## src/sv/olt_pkg.sv

```systemverilog
`default_nettype none
// ----------------------------------------------------------------------------
// olt_pkg: shared types and constants of the ordered list table
// Request and result payloads, request kinds, status codes, the cell
// control group and the scanner status.
// ----------------------------------------------------------------------------
package olt_pkg;

	localparam int OLT_CAPACITY = 64;   // default list capacity
	localparam int OLT_SCAN_W   = 8;    // match bits examined per find cycle

	// request kinds
	localparam logic [2:0] K_INSERT_AT  = 3'd0;
	localparam logic [2:0] K_ERASE_AT   = 3'd1;
	localparam logic [2:0] K_FIND       = 3'd2;
	localparam logic [2:0] K_PUSH_BACK  = 3'd3;
	localparam logic [2:0] K_PUSH_FRONT = 3'd4;
	localparam logic [2:0] K_POP_BACK   = 3'd5;
	localparam logic [2:0] K_POP_FRONT  = 3'd6;

	// status codes
	localparam logic [2:0] S_OK        = 3'd0;
	localparam logic [2:0] S_FULL      = 3'd1;
	localparam logic [2:0] S_EMPTY     = 3'd2;
	localparam logic [2:0] S_BAD_POS   = 3'd3;
	localparam logic [2:0] S_NOT_FOUND = 3'd4;

	typedef struct packed {
		logic [2:0]         kind;
		logic [6:0]         position;
		logic signed [31:0] value;
	} olt_req_t;

	typedef struct packed {
		logic [2:0] status;
		logic [5:0] found_index;
		logic [6:0] entry_count;
	} olt_rsp_t;

	// broadcast to every cell
	typedef struct packed {
		logic ins;   // open a gap at the position and load the value
		logic ers;   // close the gap at the position
	} olt_cell_ctl_t;

	// scanner status towards the control
	typedef struct packed {
		logic done;
		logic hit;
	} olt_scan_st_t;

endpackage
`default_nettype wire

```

## src/sv/olt_scan.sv

```systemverilog
`default_nettype none
// ----------------------------------------------------------------------------
// olt_scan: first-match scanner
// Latches the match row of the cells and walks it a chunk per cycle,
// lowest index first.
// ----------------------------------------------------------------------------
module olt_scan #(
	parameter int CAPACITY = olt_pkg::OLT_CAPACITY,
	parameter int IW       = $clog2(olt_pkg::OLT_CAPACITY)
) (
	input  wire                     clk,
	input  wire                     arst_n,
	input  wire                     start,
	input  wire [CAPACITY-1:0]      match_in,
	output olt_pkg::olt_scan_st_t   st,
	output logic [IW-1:0]           index
);
	import olt_pkg::*;

	localparam int NCH = (CAPACITY + OLT_SCAN_W - 1) / OLT_SCAN_W;
	localparam int PW  = NCH * OLT_SCAN_W;
	localparam int CHW = (NCH > 1) ? $clog2(NCH) : 1;
	localparam int SBW = $clog2(OLT_SCAN_W);

	logic [PW-1:0]          match_q;
	logic [CHW-1:0]         ch_q;
	logic                   busy_q;
	logic [OLT_SCAN_W-1:0]  chunk;
	logic [SBW-1:0]         sel;
	logic                   last;

	assign chunk = match_q[ch_q*OLT_SCAN_W +: OLT_SCAN_W];
	assign last  = (ch_q == CHW'(NCH - 1));

	// lowest set bit of the chunk
	always_comb begin
		sel = '0;
		for (int b = OLT_SCAN_W - 1; b >= 0; b--) begin
			if (chunk[b]) begin
				sel = SBW'(b);
			end
		end
	end

	always_ff @(posedge clk) begin
		if (start) begin
			match_q <= PW'(match_in);
		end
	end

	always_ff @(posedge clk or negedge arst_n) begin
		if (!arst_n) begin
			busy_q <= 1'b0;
			ch_q   <= '0;
		end else if (start) begin
			busy_q <= 1'b1;
			ch_q   <= '0;
		end else if (busy_q) begin
			if ((chunk != '0) || last) begin
				busy_q <= 1'b0;
			end else begin
				ch_q <= ch_q + 1'b1;
			end
		end
	end

	assign st.done = busy_q && ((chunk != '0) || last);
	assign st.hit  = (chunk != '0);
	assign index   = IW'({ch_q, sel});

endmodule
`default_nettype wire

```

## config.mk

```make
export PLATFORM = sky130hd
export DESIGN_NAME = olt_scan
export DESIGN_NICKNAME = d
export VERILOG_FILES = /design/src/sv/olt_pkg.sv /design/src/sv/olt_scan.sv
export SDC_FILE = /design/constraint.sdc
export NUM_CORES = 1
export LEC_CHECK = 0
export ABC_AREA = 1
export BUFFER_PORTS_ARGS = -buffer_cell sky130_fd_sc_hd__buf_2
export CAP_MARGIN = 5
export CORE_UTILIZATION = 50
export DETAILED_ROUTE_END_ITERATION = 6
export GPL_TIMING_DRIVEN = 1
export HOLD_SLACK_MARGIN = 0.15
export PLACE_DENSITY = 0.75
export SLEW_MARGIN = 20
export SYNTH_ARGS = -nofsm -noshare
export SYNTH_HDL_FRONTEND = slang
export SYNTH_SLANG_ARGS = --single-unit
export TNS_END_PERCENT = 20
```

## constraint.sdc

```tcl
create_clock -name clk -period 3 [get_ports clk]
set_input_delay 0.3 -clock clk [delete_from_list [all_inputs] [get_ports clk]]
set_output_delay 0.3 -clock clk [all_outputs]
set_load 0.005 [all_outputs]
```

==> results.yml <==
outcome:
  outcome: "complete, no violations"
sta:
  setup_tns_ns: 0
  final_hold_viol_count: 0
  post-route-period-util_pct: 87.9
  relSlewSlack_pct: 58.5
  max_freq_ghz: 0.379
  rsz0062_at_grt: "no"
  setup_viol: 0
  skew_ns: 0.00665
  min_period_ns: 2.64
  finalMaxSlewViolations: 0
  worst_pin_slew_ns: 0.622
placed_design:
  detailed_place.area_sq_um: 3450
  numPortBuffers: 74
  dpl.cell_count: 435
  dp_hpwl_mm: 4.04
  gp_congestion: 0.773
flow_run:
  max_cap_viol_count: 0
floorplanning:
  ioPinCount: 75
  die_y_microns: 79.9
  dieWidth_microns: 79.9
  rows: 28
  die-area_sq_um: 6390
  floorplan.initialDensity_pct: 51.6
  coreArea_sq_um: 5890
clock_network:
  cts_setup_buffers: 0
  clk_latency_ns: 0.34
  htreeDepth: 3
  root_buffer: "clkbuf_8"
  clkSinkCount: 68
  cts_buffers: 9
  tritoncts: "done"
  clkTransAtPathRegs_ns: 0.07
  clock_path_buffers: 2
setup_path:
  rr_worst_depth: 11
  cpPeakStageDelay_ns: 0.74
  critPathKind: "flop to primary output"
  critPathRequiredTime_ns: 2.70
  crit_fanout: 25
  crit_family: "simple AND/OR/NAND/NOR gates"
  slowest_stage: "dfrtp_1"
  rr_endpoint: "ch_q[0]"
  rrSetupSlack_ns: 0.88
  worstReg2RegStart: "ch_q[0]"
  worstSetupEndpointType: "primary output"
  worstPathCellList: "inv_4 > nand2_1 > nand2_1 > nand2_1 > nand3_1 > nand2_1 > nand2_2 > nor2_4 > nand3_2 > nand2_1 > inv_1 > buf_2"
  cp.arrival_ns: 2.34
  cp_num_buf_inv: 3
  cp_common_cell: "nand2_1"
  start_kind: "flop"
  crit_path_start: "ch_q[0]"
power_and_ir_drop:
  comb_power_share_pct: 18.3
  ir_worst_vdd_mv: 0.381
  pwr-share-clk_pct: 28.3
  internal_power_uw: 1590
  switching_share_pct: 26.4
  p_per_area_nw_per_um2: 507
  leakage_uw: 0.00195
  power_frac_seq_pct: 53.4
  p_switching_uw: 571
synth:
  yosysSeqAreaShare_pct: 66.6
  netlist.area_leader.share_pct: 63.3
  syn_inst: 293
  synth_area_leaders: "edfxtp_1 63%, nand2_1 11%, nand3_1 6.1%"
  syn_area_sq_um: 3040
  synth_fp_nets: 362
  yosys_warnings: 0
  synth_area_per_cell_sq_um: 10.4
  yosys.area.top_type: "edfxtp_1"
  ys_seq_elements: 68
  ys_types: 20
route:
  ant_nets: 0
  drc: 0
  route.vias.total: 2444
  drt_wl_total_mm: 6.83
  dr.pass1.iters: 6
  drt_iter0_markers: 203
  detail_route.vias_per_cell: 4.75
  wire_per_inst_microns: 13.3
global_routing:
  grt_pass1_wl_mm: 10.6
  antenna_found_initial: 0
  grt_max_degree: 29
  grt_pass1_vias: 2309
  grtUsageTotal_pct: 23.2
  overflow: 0
final_layout:
  synthToLayoutAreaGrowth_pct: 40.4
  multi_input_area_sq_um: 762
  instances_no_fill: 515
  final_area_sq_um: 4260
  antennaDiodeCount: 0
  drive_above_1_share_pct: 23.2
  layout.nets: 505
  n_fill_cell: 442
  final-seq-area_sq_um: 2020
min_path:
  hp-class: "input pin to asynchronous set/reset pin"
[per-layer routing]
metal | up-vias | routed length, microns | global-route usage [%]
met2 | 112 | 3610 | 41.0
met1 | 1089 | 2650 | 26.3
li1 | 1229 | - | -
met4 | 0 | 135 | 8.39
met3 | 14 | 433 | 6.97
met5 | - | 0 | 0
[how the worst max path moves through the flow]
| stage | slack, ns | cells after the start | to |
|---|---|---|---|
| global placement | 0.79 | 13 | index[0] |
| detailed placement | 0.73 | 12 | st[1] |
| floorplan | 1.29 | 13 | index[0] |
| CTS | 0.34 | 12 | st[1] |
| finish | 0.36 | 12 | st[1] |
| global route | 0.17 | 12 | st[1] |
[what timing repair did]
item,CTS,global route
hold buffers,64,1
hold endpoints to repair,67,1
resized for setup,0,0
[cells in the final DEF, fill, tap and decap left out]
cell / instances
dfrtp_1: 4
nor2_4: 2
dlygate4sd3_1: 65
a31oi_1: 1
inv_4: 1
nor2_1: 24
a21boi_0: 1
nand3_1: 37
nand4_2: 1
clkinv_2: 2
or2_2: 1
nand3_2: 1
buf_4: 3
inv_1: 42
edfxtp_1: 64
o21ai_1: 3
nand2_1: 92
clkinv_1: 2
clkbuf_8: 9
buf_12: 1
nor3_1: 1
clkinvlp_4: 2
nand2_2: 5
ha_1: 2
buf_2: 74
[cell families (layout without fill, tap and decap cells)]
| logic type | Yosys count | after routing | share of synthesized area [%] |
|---|---|---|---|
| AOI/OAI and AO/OA | 5 | 5 | 0.948 |
| adders and majority gates | 2 | 2 | 0.824 |
| buffers and inverters | 54 | 201 | 8.29 |
| DFF | 68 | 68 | 66.6 |
| and+or+nand+nor | 164 | 164 | 23.3 |
[Yosys cell counts]
cell type,count
a21boi_0,1
a31oi_1,1
buf_2,4
buf_4,3
buf_6,4
dfrtp_1,4
edfxtp_1,64
ha_1,2
inv_1,42
inv_4,1
nand2_1,92
nand2_2,5
nand3_1,37
nand3_2,1
nand4_2,1
nor2_1,24
nor2_4,2
nor3_1,1
o21ai_1,3
or2_2,1
[cell type report]
class | count | share of cell area, %
Tap cell | 75 | 2.20
Timing Repair Buffer | 143 | 25.0
Inverter | 43 | 3.85
Multi-Input combinational cell | 171 | 17.9
Clock inverter | 6 | 0.763
Sequential cell | 68 | 47.4
Clock buffer | 9 | 2.91
[registers in the layout, indices dropped and copies added, names as in the netlist]
signal	flops
ch_q	3
match_q	64
busy_q	1
[per-stage QoR]
step	worst slack (ns)	hold slack [ns]	power, uW	utilization, %
after floorplan	1.29	0.00441	1380	-
after global placement	0.789	0.111	1490	58.7
after detailed placement	0.726	0.116	1500	58.7
after CTS	0.340	0.162	2170	72.2
after global routing	0.173	0.291	2260	72.4
final	0.364	0.290	2160	72.4
[power by group through the flow]
| stage | logic, uW | clock network, uW | registers, uW |
|---|---|---|---|
| after CTS | 390 | 629 | 1150 |
| after global placement | 316 | 0 | 1170 |
| final | 396 | 611 | 1150 |
| after floorplan | 222 | 0 | 1160 |
| after detailed placement | 325 | 0 | 1170 |
| after global routing | 440 | 661 | 1160 |
Power figures use the tool's default switching activity.
