File: config.mk
export PLATFORM = sky130hd
export DESIGN_NAME = olt_cell
export DESIGN_NICKNAME = d
export VERILOG_FILES = /design/src/sv/olt_pkg.sv /design/src/sv/olt_cell.sv
export SDC_FILE = /design/constraint.sdc
export NUM_CORES = 1
export LEC_CHECK = 0
export BUFFER_PORTS_ARGS = -buffer_cell sky130_fd_sc_hd__buf_4
export CAP_MARGIN = 20
export CORE_MARGIN = 2
export CORE_UTILIZATION = 41
export CTS_CLUSTER_DIAMETER = 200
export DETAILED_ROUTE_END_ITERATION = 6
export PLACE_DENSITY = 0.81
export SLEW_MARGIN = 20
export SYNTH_ARGS = -nofsm -noshare
export SYNTH_HDL_FRONTEND = slang
export SYNTH_SLANG_ARGS = --single-unit
File: constraint.sdc
create_clock -name clk -period 4.04 [get_ports clk]
set_input_delay 1.01 -clock clk [delete_from_list [all_inputs] [get_ports clk]]
set_output_delay 1.01 -clock clk [all_outputs]
set_load 0.01 [all_outputs]
File: src/sv/olt_pkg.sv
`default_nettype none
// ----------------------------------------------------------------------------
// olt_pkg: shared types and constants of the ordered list table
// Request and result payloads, request kinds, status codes, the cell
// control group and the scanner status.
// ----------------------------------------------------------------------------
package olt_pkg;

	localparam int OLT_CAPACITY = 64;   // default list capacity
	localparam int OLT_SCAN_W   = 8;    // match bits examined per find cycle

	// request kinds
	localparam logic [2:0] K_INSERT_AT  = 3'd0;
	localparam logic [2:0] K_ERASE_AT   = 3'd1;
	localparam logic [2:0] K_FIND       = 3'd2;
	localparam logic [2:0] K_PUSH_BACK  = 3'd3;
	localparam logic [2:0] K_PUSH_FRONT = 3'd4;
	localparam logic [2:0] K_POP_BACK   = 3'd5;
	localparam logic [2:0] K_POP_FRONT  = 3'd6;

	// status codes
	localparam logic [2:0] S_OK        = 3'd0;
	localparam logic [2:0] S_FULL      = 3'd1;
	localparam logic [2:0] S_EMPTY     = 3'd2;
	localparam logic [2:0] S_BAD_POS   = 3'd3;
	localparam logic [2:0] S_NOT_FOUND = 3'd4;

	typedef struct packed {
		logic [2:0]         kind;
		logic [6:0]         position;
		logic signed [31:0] value;
	} olt_req_t;

	typedef struct packed {
		logic [2:0] status;
		logic [5:0] found_index;
		logic [6:0] entry_count;
	} olt_rsp_t;

	// broadcast to every cell
	typedef struct packed {
		logic ins;   // open a gap at the position and load the value
		logic ers;   // close the gap at the position
	} olt_cell_ctl_t;

	// scanner status towards the control
	typedef struct packed {
		logic done;
		logic hit;
	} olt_scan_st_t;

endpackage
`default_nettype wire

File: src/sv/olt_cell.sv
`default_nettype none
// ----------------------------------------------------------------------------
// olt_cell: one list slot
// Holds one entry; shifts from a neighbour, loads the broadcast value, and
// compares its entry against the broadcast value.
// ----------------------------------------------------------------------------
module olt_cell #(
	parameter int CW    = 7,
	parameter int INDEX = 0
) (
	input  wire                         clk,
	input  wire olt_pkg::olt_cell_ctl_t ctl,
	input  wire [CW-1:0]                op_pos,
	input  wire [CW-1:0]                count,
	input  wire logic signed [31:0]     value,
	input  wire logic signed [31:0]     prev_data,
	input  wire logic signed [31:0]     next_data,
	output logic signed [31:0]          data,
	output logic                        match
);
	import olt_pkg::*;

	localparam logic [CW-1:0] IDX = CW'(INDEX);

	logic signed [31:0] data_q;

	always_ff @(posedge clk) begin
		if (ctl.ins) begin
			if (IDX == op_pos) begin
				data_q <= value;
			end else if (IDX > op_pos) begin
				data_q <= prev_data;
			end
		end else if (ctl.ers && (IDX >= op_pos)) begin
			data_q <= next_data;
		end
	end

	assign data  = data_q;
	// only live slots take part in a find
	assign match = (IDX < count) && (data_q == value);

endmodule
`default_nettype wire

==> out/results.txt, run 1 <==
run status - finished, final reports clean
Worst Path Class, Setup - input port to output pin
ranking of synthesized cells by area - edfxtp_1 48%, mux2i_1 16%, xor2_1 12%
IO Pins - 146
crit path max fanout - 2
average cell area after synthesis - 10.8 um^2
Starting Density - 0.425
GRT busiest layer - met2
Cell Rows - 25
Tcrit/Tclk final - 0.847
GRT met1 Usage - 0.253
Hold WS - 1.05 ns
crit end category - output pin
Peak VDD IR - 0.215 mV
Die X - 74.2 um
Die H - 74.2 um
GRT met2 Usage - 0.369
1st-pass router iterations - 4
Hold Buf Count CTS - 0
placer congestion estimate - 0.828
CTS tree - done
dpl hpwl - 4730 um
post-route setup TNS - 0 ns
share of cells above drive strength 1 - 0.476
Tmin final - 3.42 ns
core area - 4750 um^2
Clock Sinks - 32
pwr dens - 234 nW/um^2
Slew HR - 0.600
Placed Area - 3160 um^2
overall global routing resource usage - 0.215
Power, Total - 0.000760 W
first-pass GRT wire length - 8840 um
DIE AREA - 5510 um^2
P&R area growth vs syn - 60.5%
Post-synth ARST share - 0
initial antenna violation count - 0
CTS buffer count - 5
CTS Buffer Depth - 2
CTS H-tree lvls - 2
GR Layer Usage met3 - 0.0664
max reg flops - 32
fin. max-slew vios - 0
total grt overflow - 0
Mapped Nets - 301
RSZ-0062 raised after global routing - false
Synth area leader - edfxtp_1
WP data arrival - 2.41 ns
Hold Fails Final Rpt - 0
routed via count - 1971
HP Class - input port to flop
postcts setup bufs - 0
largest net degree at the start of global routing - 65
most instantiated library cell after synthesis - nor2_1
synthesized cell area - 2020 um^2
Vias/cell - 4.92
#FFs+latches synth - 32
post-DR wirelength/cell - 14.9 um
vias in the first global route - 1969
port bufs - 145
worst endpoint required time - 3.03 ns
Post-Syn Instances - 188
DRC - 0
post-CTS sizing - 0
ys flop type - edfxtp_1
measured slew at the worst slew-check pin - 0.600 ns
Finished Cell Area - 3250 um^2
number of synthesized flops with an enable pin - 32
library cells used by synthesis - 17
final WL - 5970 um
top post-synthesis cells by count - 34 x nor2_1, 32 x a21oi_1, 32 x edfxtp_1, 32 x mux2i_1, 28 x xor2_1
initial drt markers - 41
yosys warns - 0
n_diodes - 0
Antenna Nets Post-Route - 0
critical path launch point type - input port
final setup fails - 0
end of the critical path - match
Max-cap violations - 0
final net count - 446
static leakage - 1.63 nW
fmax - 292 MHz
share of the yosys chip area belonging to registers - 0.475
crit path from - value[23]
Reg clk slew, reported paths - 0.07 ns
top cell type's share of synthesized area - 0.475
CTS Root Cell - clkbuf_8
==> critical path, cell delays in order <==
cell       delay, ns
buf_4           0.12
xor2_1          0.17
nor4_1          0.37
nand3_1         0.20
a2111oi_2       0.36
buf_4           0.18
==> metal layers <==
metal  routed length (um)  vias up
met2                 2930      103
met1                 2370      878
met5                    0        -
met4                  181        0
met3                  488       16
li1                     -      974
==> worst min-delay path by stage <==
stage                             start  endpoint  slack (ns)  cells after the start
final                     next_data[17]  data[17]        1.05                      3
after global routing      next_data[20]  data[20]        1.05                      3
after CTS                 next_data[17]  data[17]        1.04                      3
after detailed placement   next_data[8]   data[8]        1.33                      3
after global placement    next_data[15]  data[15]        1.33                      3
after floorplan            next_data[0]   data[0]        1.24                      2
==> power by group <==
part	leakage (nW)	internal [W]	switching [W]
Combinational	1.29	0.0000982	0.0000579
Sequential	0.298	0.000370	0.00000114
Clock	0.0453	0.000117	0.000116
==> cell type report <==
type | instances | area [um^2]
clock buffers | 5 | 68.8
clock inverters | 3 | 13.8
fillers | 429 | 1510
multi-input cells | 146 | 1010
flip-flops and latches | 32 | 961
well taps | 67 | 83.8
repair buffers | 148 | 1110
==> cell families after synthesis <==
| logic type | count (synthesis) | synth area share |
|---|---|---|
| AND/OR/NAND/NOR | 49 | 0.111 |
| AO/OA/AOI/OAI | 33 | 0.0866 |
| XOR/XNOR | 32 | 0.139 |
| multiplexers | 32 | 0.158 |
| flip-flops | 32 | 0.475 |
| buffers and inverters | 10 | 0.0303 |
==> metrics by stage <==
| stage | setup WS [ns] | utilization | std cells |
|---|---|---|---|
| global route | 0.509 | 0.683 | 401 |
| CTS | 0.607 | 0.683 | 401 |
| finish | 0.620 | 0.683 | 401 |
| detailed placement | 0.609 | 0.665 | 393 |
| floorplan | 0.613 | - | 188 |
| global placement | 0.594 | 0.665 | 393 |
==> layout by cell type (no fill, tap or decap), drive strengths merged <==
| master | instances |
|---|---|
| nand4 | 2 |
| clkinv | 3 |
| edfxtp | 32 |
| clkbuf | 5 |
| xnor2 | 4 |
| buf | 148 |
| a21oi | 32 |
| mux2i | 32 |
| nand2 | 1 |
| a2111oi | 1 |
| nor2 | 34 |
| xor2 | 28 |
| nor3 | 2 |
| nor4 | 9 |
| nand3 | 1 |
(Power assumes the default switching activity.)
==> run 2, diff against run 1 <==
--- a/config.mk
+++ b/config.mk
@@ -5,13 +5,14 @@
 export SDC_FILE = /design/constraint.sdc
 export NUM_CORES = 1
 export LEC_CHECK = 0
+export ABC_AREA = 1
 export BUFFER_PORTS_ARGS = -buffer_cell sky130_fd_sc_hd__buf_4
 export CAP_MARGIN = 20
 export CORE_MARGIN = 2
 export CORE_UTILIZATION = 41
 export CTS_CLUSTER_DIAMETER = 200
 export DETAILED_ROUTE_END_ITERATION = 6
-export PLACE_DENSITY = 0.81
+export PLACE_DENSITY = 0.78
 export SLEW_MARGIN = 20
 export SYNTH_ARGS = -nofsm -noshare
 export SYNTH_HDL_FRONTEND = slang
==> constraint.sdc (replaced) <==
create_clock -name clk -period 3 [get_ports clk]
set_input_delay 0.75 -clock clk [delete_from_list [all_inputs] [get_ports clk]]
set_output_delay 0.75 -clock clk [all_outputs]
set_load 0.01 [all_outputs]
==> run 2 against run 1 <==
  * Sequential power up 35%
  * Combinational power up 60%
  * Synthesized cell count up 70%
  * Total power up 39%
  * Count of clock-buffer cells in the layout unchanged
  * Setup slack worse by 0.049 ns
  * Sequential share of layout area down 4.2 points
  * First-iteration DRC count up 100%
  * Critical path depth up 4
  * Die area up 27%
  * Flip-flop and latch count unchanged
  * Critical path type unchanged
  * Critical endpoint unchanged
  * Largest power group unchanged
==> out/results.txt, run 2 <==
run status - finished, final reports clean
postcts setup bufs - 0
max reg flops - 32
commonest non-fill, non-tap cells in the layout - 148 x buf_4, 92 x nand2_1, 40 x o21ai_1
measured slew at the worst slew-check pin - 0.649 ns
Top delay family on crit path - simple AND/OR/NAND/NOR gates
1st-pass router iterations - 4
static leakage - 1.77 nW
core area - 6030 um^2
CTS tree - done
pwr dens - 280 nW/um^2
crit path max fanout - 3
IO Pins - 146
WP buf/inv - 3
crit end category - output pin
Starting Density - 0.430
initial antenna violation count - 0
fill cell count - 547
CTS H-tree lvls - 2
Tmin final - 2.43 ns
library cells used by synthesis - 21
Max-cap violations - 0
Post-Syn Instances - 320
Worst Path Class, Setup - input port to output pin
CTS Root Cell - clkbuf_8
Net Switching - 0.000267 W
Vias/cell - 4.72
share of cells above drive strength 1 - 0.455
share of the yosys chip area belonging to registers - 0.371
Antenna Nets Post-Route - 0
initial drt markers - 84
vias in the first global route - 2658
CP max-delay cell - nor2_1
#FFs+latches synth - 32
final net count - 577
crit path from - value[25]
critical path launch point type - input port
CTS buffer count - 5
Die X - 83.5 um
Hold Fails Final Rpt - 0
ranking of synthesized cells by area - edfxtp_1 37%, nand2_1 13%, nor2_4 13%
worst endpoint required time - 2.25 ns
top cell type's share of synthesized area - 0.371
Peak VDD IR - 0.192 mV
Tcrit/Tclk final - 0.810
ys flop type - edfxtp_1
post-DR wirelength/cell - 13.8 um
Finished Cell Area - 3780 um^2
CTS Buffer Depth - 2
Slowest Stage Delay on Critical Path - 0.13 ns
n_diodes - 0
Hold WS - 0.742 ns
Hold Buf Count CTS - 0
Mapped Nets - 433
fin. max-slew vios - 0
top post-synthesis cells by count - 92 x nand2_1, 40 x o21ai_1, 36 x inv_1
port bufs - 145
number of synthesized flops with an enable pin - 32
worst-path cell chain - buf_4, inv_1, nand2_1, nand2_1, nor2_1, nand2_1, nor2_1, nand3_1, nor2_1, buf_4
total grt overflow - 0
Slew HR - 0.567
Die H - 83.5 um
Cell Rows - 28
most instantiated library cell after synthesis - nand2_1
average cell area after synthesis - 8.10 um^2
DIE AREA - 6970 um^2
fmax - 412 MHz
final WL - 7460 um
placer congestion estimate - 0.768
Flop pwr share - 0.472
yosys warns - 0
first-pass GRT wire length - 12200 um
RSZ-0062 raised after global routing - false
routed via count - 2545
largest net degree at the start of global routing - 35
Placed Area - 3710 um^2
internal power - 0.000793 W
Synth area leader - edfxtp_1
post-route setup TNS - 0 ns
post-CTS sizing - 0
synthesized cell area - 2590 um^2
Sw Share - 0.252
P&R area growth vs syn - 46.0%
overall global routing resource usage - 0.217
hold_sp - next_data[5]
commonest non-fill, non-tap cell in the layout - buf_4
clock group share of total power - 0.293
HP Class - input port to flop
Comb pwr share - 0.236
Clock Sinks - 32
Post-synth ARST share - 0
DRC - 0
dpl hpwl - 5720 um
final setup fails - 0
Reg clk slew, reported paths - 0.07 ns
WP data arrival - 1.68 ns
-- run 2: changes by cell type after synthesis, moves of 3 or more --
cell     before  now
nand2_1       0   92
nor2_1       34   28
xnor2_1       4   11
xor2_1       28    1
nor2_4        0   29
o21ai_2       0   20
nor4_1        8    0
o21ai_1       0   40
inv_1         0   36
mux2i_1      32    0
a21oi_1      32    0
o21ai_0       0    7
buf_12        0    3
-- run 2: kinds of logic (layout without fill, tap and decap cells) --
kind of cell / Yosys count / in the layout / share of synthesized area
buffers and inverters: 49 / 193 / 0.100
and+or+nand+nor: 160 / 160 / 0.330
DFF: 32 / 32 / 0.371
xor gates and xnor gates: 12 / 12 / 0.0406
AOI/OAI and AO/OA: 67 / 67 / 0.158
-- run 2: power groups by stage --
| stage | clock network (W) | logic [W] | registers, W |
|---|---|---|---|
| CTS | 0.000319 | 0.000252 | 0.000500 |
| global route | 0.000335 | 0.000277 | 0.000500 |
| finish | 0.000310 | 0.000250 | 0.000500 |
| detailed placement | 0 | 0.000251 | 0.000509 |
| floorplan | 0 | 0.0000920 | 0.000510 |
| global placement | 0 | 0.000245 | 0.000509 |
-- run 2: path summary, 6_finish.rpt --
check / endpoint / slack [ns] / depth (start not counted)
worst max-delay path: match / 0.57 / 10
worst min-delay path: data[5] / 0.74 / 3
-- run 2: final cells by class --
| cell class | count | area, um^2 | share of cell area |
|---|---|---|---|
| repair buffers | 149 | 1130 | 0.299 |
| well taps | 75 | 93.8 | 0.0248 |
| flip-flops and latches | 32 | 961 | 0.254 |
| clock inverters | 2 | 7.51 | 0.00198 |
| inverters | 37 | 144 | 0.0380 |
| multi-input cells | 239 | 1380 | 0.364 |
| clock buffers | 5 | 68.8 | 0.0182 |
-- run 2: metal layers --
layer  vias up  track usage  wire, um
li1       1307            -         -
met1      1143        0.250      3070
met2        87        0.403      3830
met3         8       0.0534       481
met4         0       0.0543        87
met5         -            0         0
-- run 2: per-stage QoR --
| stage | util | total power, W | instances | setup WS [ns] |
|---|---|---|---|---|
| after global placement | 0.615 | 0.000754 | 532 | 0.567 |
| after detailed placement | 0.615 | 0.000760 | 532 | 0.551 |
| after CTS | 0.628 | 0.00107 | 539 | 0.547 |
| after floorplan | - | 0.000602 | 320 | 0.419 |
| final | 0.628 | 0.00106 | 539 | 0.571 |
| after global routing | 0.628 | 0.00111 | 539 | 0.425 |
==> run 3, diff against run 2 <==
--- a/config.mk
+++ b/config.mk
@@ -9,10 +9,10 @@
 export BUFFER_PORTS_ARGS = -buffer_cell sky130_fd_sc_hd__buf_4
 export CAP_MARGIN = 20
 export CORE_MARGIN = 2
-export CORE_UTILIZATION = 41
+export CORE_UTILIZATION = 45
 export CTS_CLUSTER_DIAMETER = 200
 export DETAILED_ROUTE_END_ITERATION = 6
-export PLACE_DENSITY = 0.78
+export PLACE_DENSITY = 0.81
 export SLEW_MARGIN = 20
 export SYNTH_ARGS = -nofsm -noshare
 export SYNTH_HDL_FRONTEND = slang
==> constraint.sdc (replaced) <==
create_clock -name clk -period 2.28 [get_ports clk]
set_input_delay 0.57 -clock clk [delete_from_list [all_inputs] [get_ports clk]]
set_output_delay 0.57 -clock clk [all_outputs]
set_load 0.01 [all_outputs]
==> run 3 against run 2 <==
  * Final cell count up 0.19%
  * Flip-flop and latch count is the same
  * Routed wire length up 0.52%
  * Setup slack worse by 0.39 ns
  * Die area is 8.5% lower
  * Clock power grew 76%
  * Combinational power up 33%
  * Critical endpoint unchanged
  * Largest cell class unchanged
  * Largest power group unchanged
==> out/results.txt, run 3 (synthesis results as in run 2) <==
placer congestion estimate - 0.740
static leakage - 1.80 nW
WHS Path Cells - 3
WP data arrival - 1.53 ns
GRT met2 Usage - 0.448
measured slew at the worst slew-check pin - 0.394 ns
fmax - 476 MHz
Peak VDD IR - 0.262 mV
postcts setup bufs - 0
Hold Buf Count CTS - 0
Placed Area - 3730 um^2
DRC - 0
largest net degree at the start of global routing - 33
CTS Root Cell - clkbuf_8
max reg flops - 32
initial drt markers - 148
dpl hpwl - 5790 um
Reg clk slew, reported paths - 0.07 ns
commonest non-fill, non-tap cells in the layout - 151 x buf_4, 92 x nand2_1, 40 x o21ai_1
GR Layer Usage met3 - 0.0554
routed via count - 2607
post-DR wirelength/cell - 13.9 um
final net count - 580
CTS H-tree lvls - 2
run status - finished, final reports clean
initial antenna violation count - 0
Post-Layout Cell Count - 540
RSZ-0062 raised after global routing - false
Worst Path Class, Setup - input port to output pin
crit end category - output pin
worst endpoint required time - 1.71 ns
CTS buffer count - 5
dpl cells - 532
overall global routing resource usage - 0.243
Slew HR - 0.737
Hold Fails Final Rpt - 0
WP buf/inv - 2
Vias/cell - 4.83
Setup WS pre-CTS - 0.161 ns
Slowest Stage Delay on Critical Path - 0.17 ns
CTS Buffer Depth - 2
IO Pins - 146
port bufs - 145
worst-path cell chain - buf_4, xor2_1, nor2_1, nand2_1, nor2_1, nand3_1, nor2_1, buf_4
Die X - 79.9 um
Clock Sinks - 32
CTS tree - done
total grt overflow - 0
Tmin final - 2.10 ns
pwr dens - 401 nW/um^2
Cell Rows - 27
core area - 5540 um^2
Tcrit/Tclk final - 0.921
HP Class - input port to flop
post-route setup TNS - 0 ns
fin. max-slew vios - 0
GRT met1 Usage - 0.289
hold_sp - next_data[14]
Finished Cell Area - 3830 um^2
vias in the first global route - 2588
GRT busiest layer - met2
P&R area growth vs syn - 47.9%
commonest non-fill, non-tap cell in the layout - buf_4
final setup fails - 0
critical path launch point type - input port
Hold Path End - data[14]
crit path max fanout - 2
fill cell count - 478
Max-cap violations - 0
Top delay family on crit path - simple AND/OR/NAND/NOR gates
post-CTS sizing - 0
CP max-delay cell - xor2_1
final WL - 7500 um
Die H - 79.9 um
Antenna Nets Post-Route - 0
Final WS setup - 0.179 ns
most frequent cell on the critical path - nor2_1
Starting Density - 0.468
n_diodes - 0
DIE AREA - 6380 um^2
1st-pass router iterations - 4
first-pass GRT wire length - 12000 um
share of cells above drive strength 1 - 0.462
-- run 3: cell types whose count changed in the layout (fill, tap and decap cells not counted), sizes merged --
cell / delta
clkinv: -1
bufinv: +1
buf: +3
clkbuf: +1
-- run 3: metrics by stage --
step	power, W	hold slack [ns]	utilization
2_1_floorplan	0.000793	0.761	-
3_3_place_gp	0.000994	0.846	0.673
3_5_place_dp	0.00100	0.851	0.673
4_1_cts	0.00155	0.554	0.692
5_1_grt	0.00161	0.561	0.692
6_report	0.00154	0.557	0.692
-- run 3: final cells by class --
| class | instances | area (um^2) | share of cell area |
|---|---|---|---|
| well taps | 72 | 90.1 | 0.0235 |
| repair buffers | 152 | 1150 | 0.301 |
| clock inverters | 2 | 35.0 | 0.00914 |
| flip-flops and latches | 32 | 961 | 0.251 |
| clock buffers | 6 | 72.6 | 0.0189 |
| inverters | 37 | 144 | 0.0375 |
| multi-input cells | 239 | 1380 | 0.359 |
-- run 3: power by group --
part           internal, W  total (W)  switching (W)
logic             0.000188   0.000332       0.000144
clock network     0.000324   0.000547       0.000223
registers         0.000655   0.000657     0.00000216
-- run 3: worst min-delay path, cell delays in order --
cell and delay (ns):
buf_4 0.07, nand2_1 0.05, o21ai_2 0.05
-- run 3: per-layer routing --
layer	part of all wire	routed length, um
met5	0	0
met4	0.0081	61
met3	0.076	571
met2	0.53	3960
met1	0.39	2910
-- run 3: how the worst max path moves through the flow --
stage,cells past startpoint,startpoint,end,slack (ns)
3_3_place_gp,10,value[2],match,0.20
3_5_place_dp,8,value[30],match,0.16
5_1_grt,8,data[1],match,0.07
6_report,8,value[30],match,0.18
4_1_cts,8,data[1],match,0.14
2_1_floorplan,6,op_pos[1],data[0],0.24
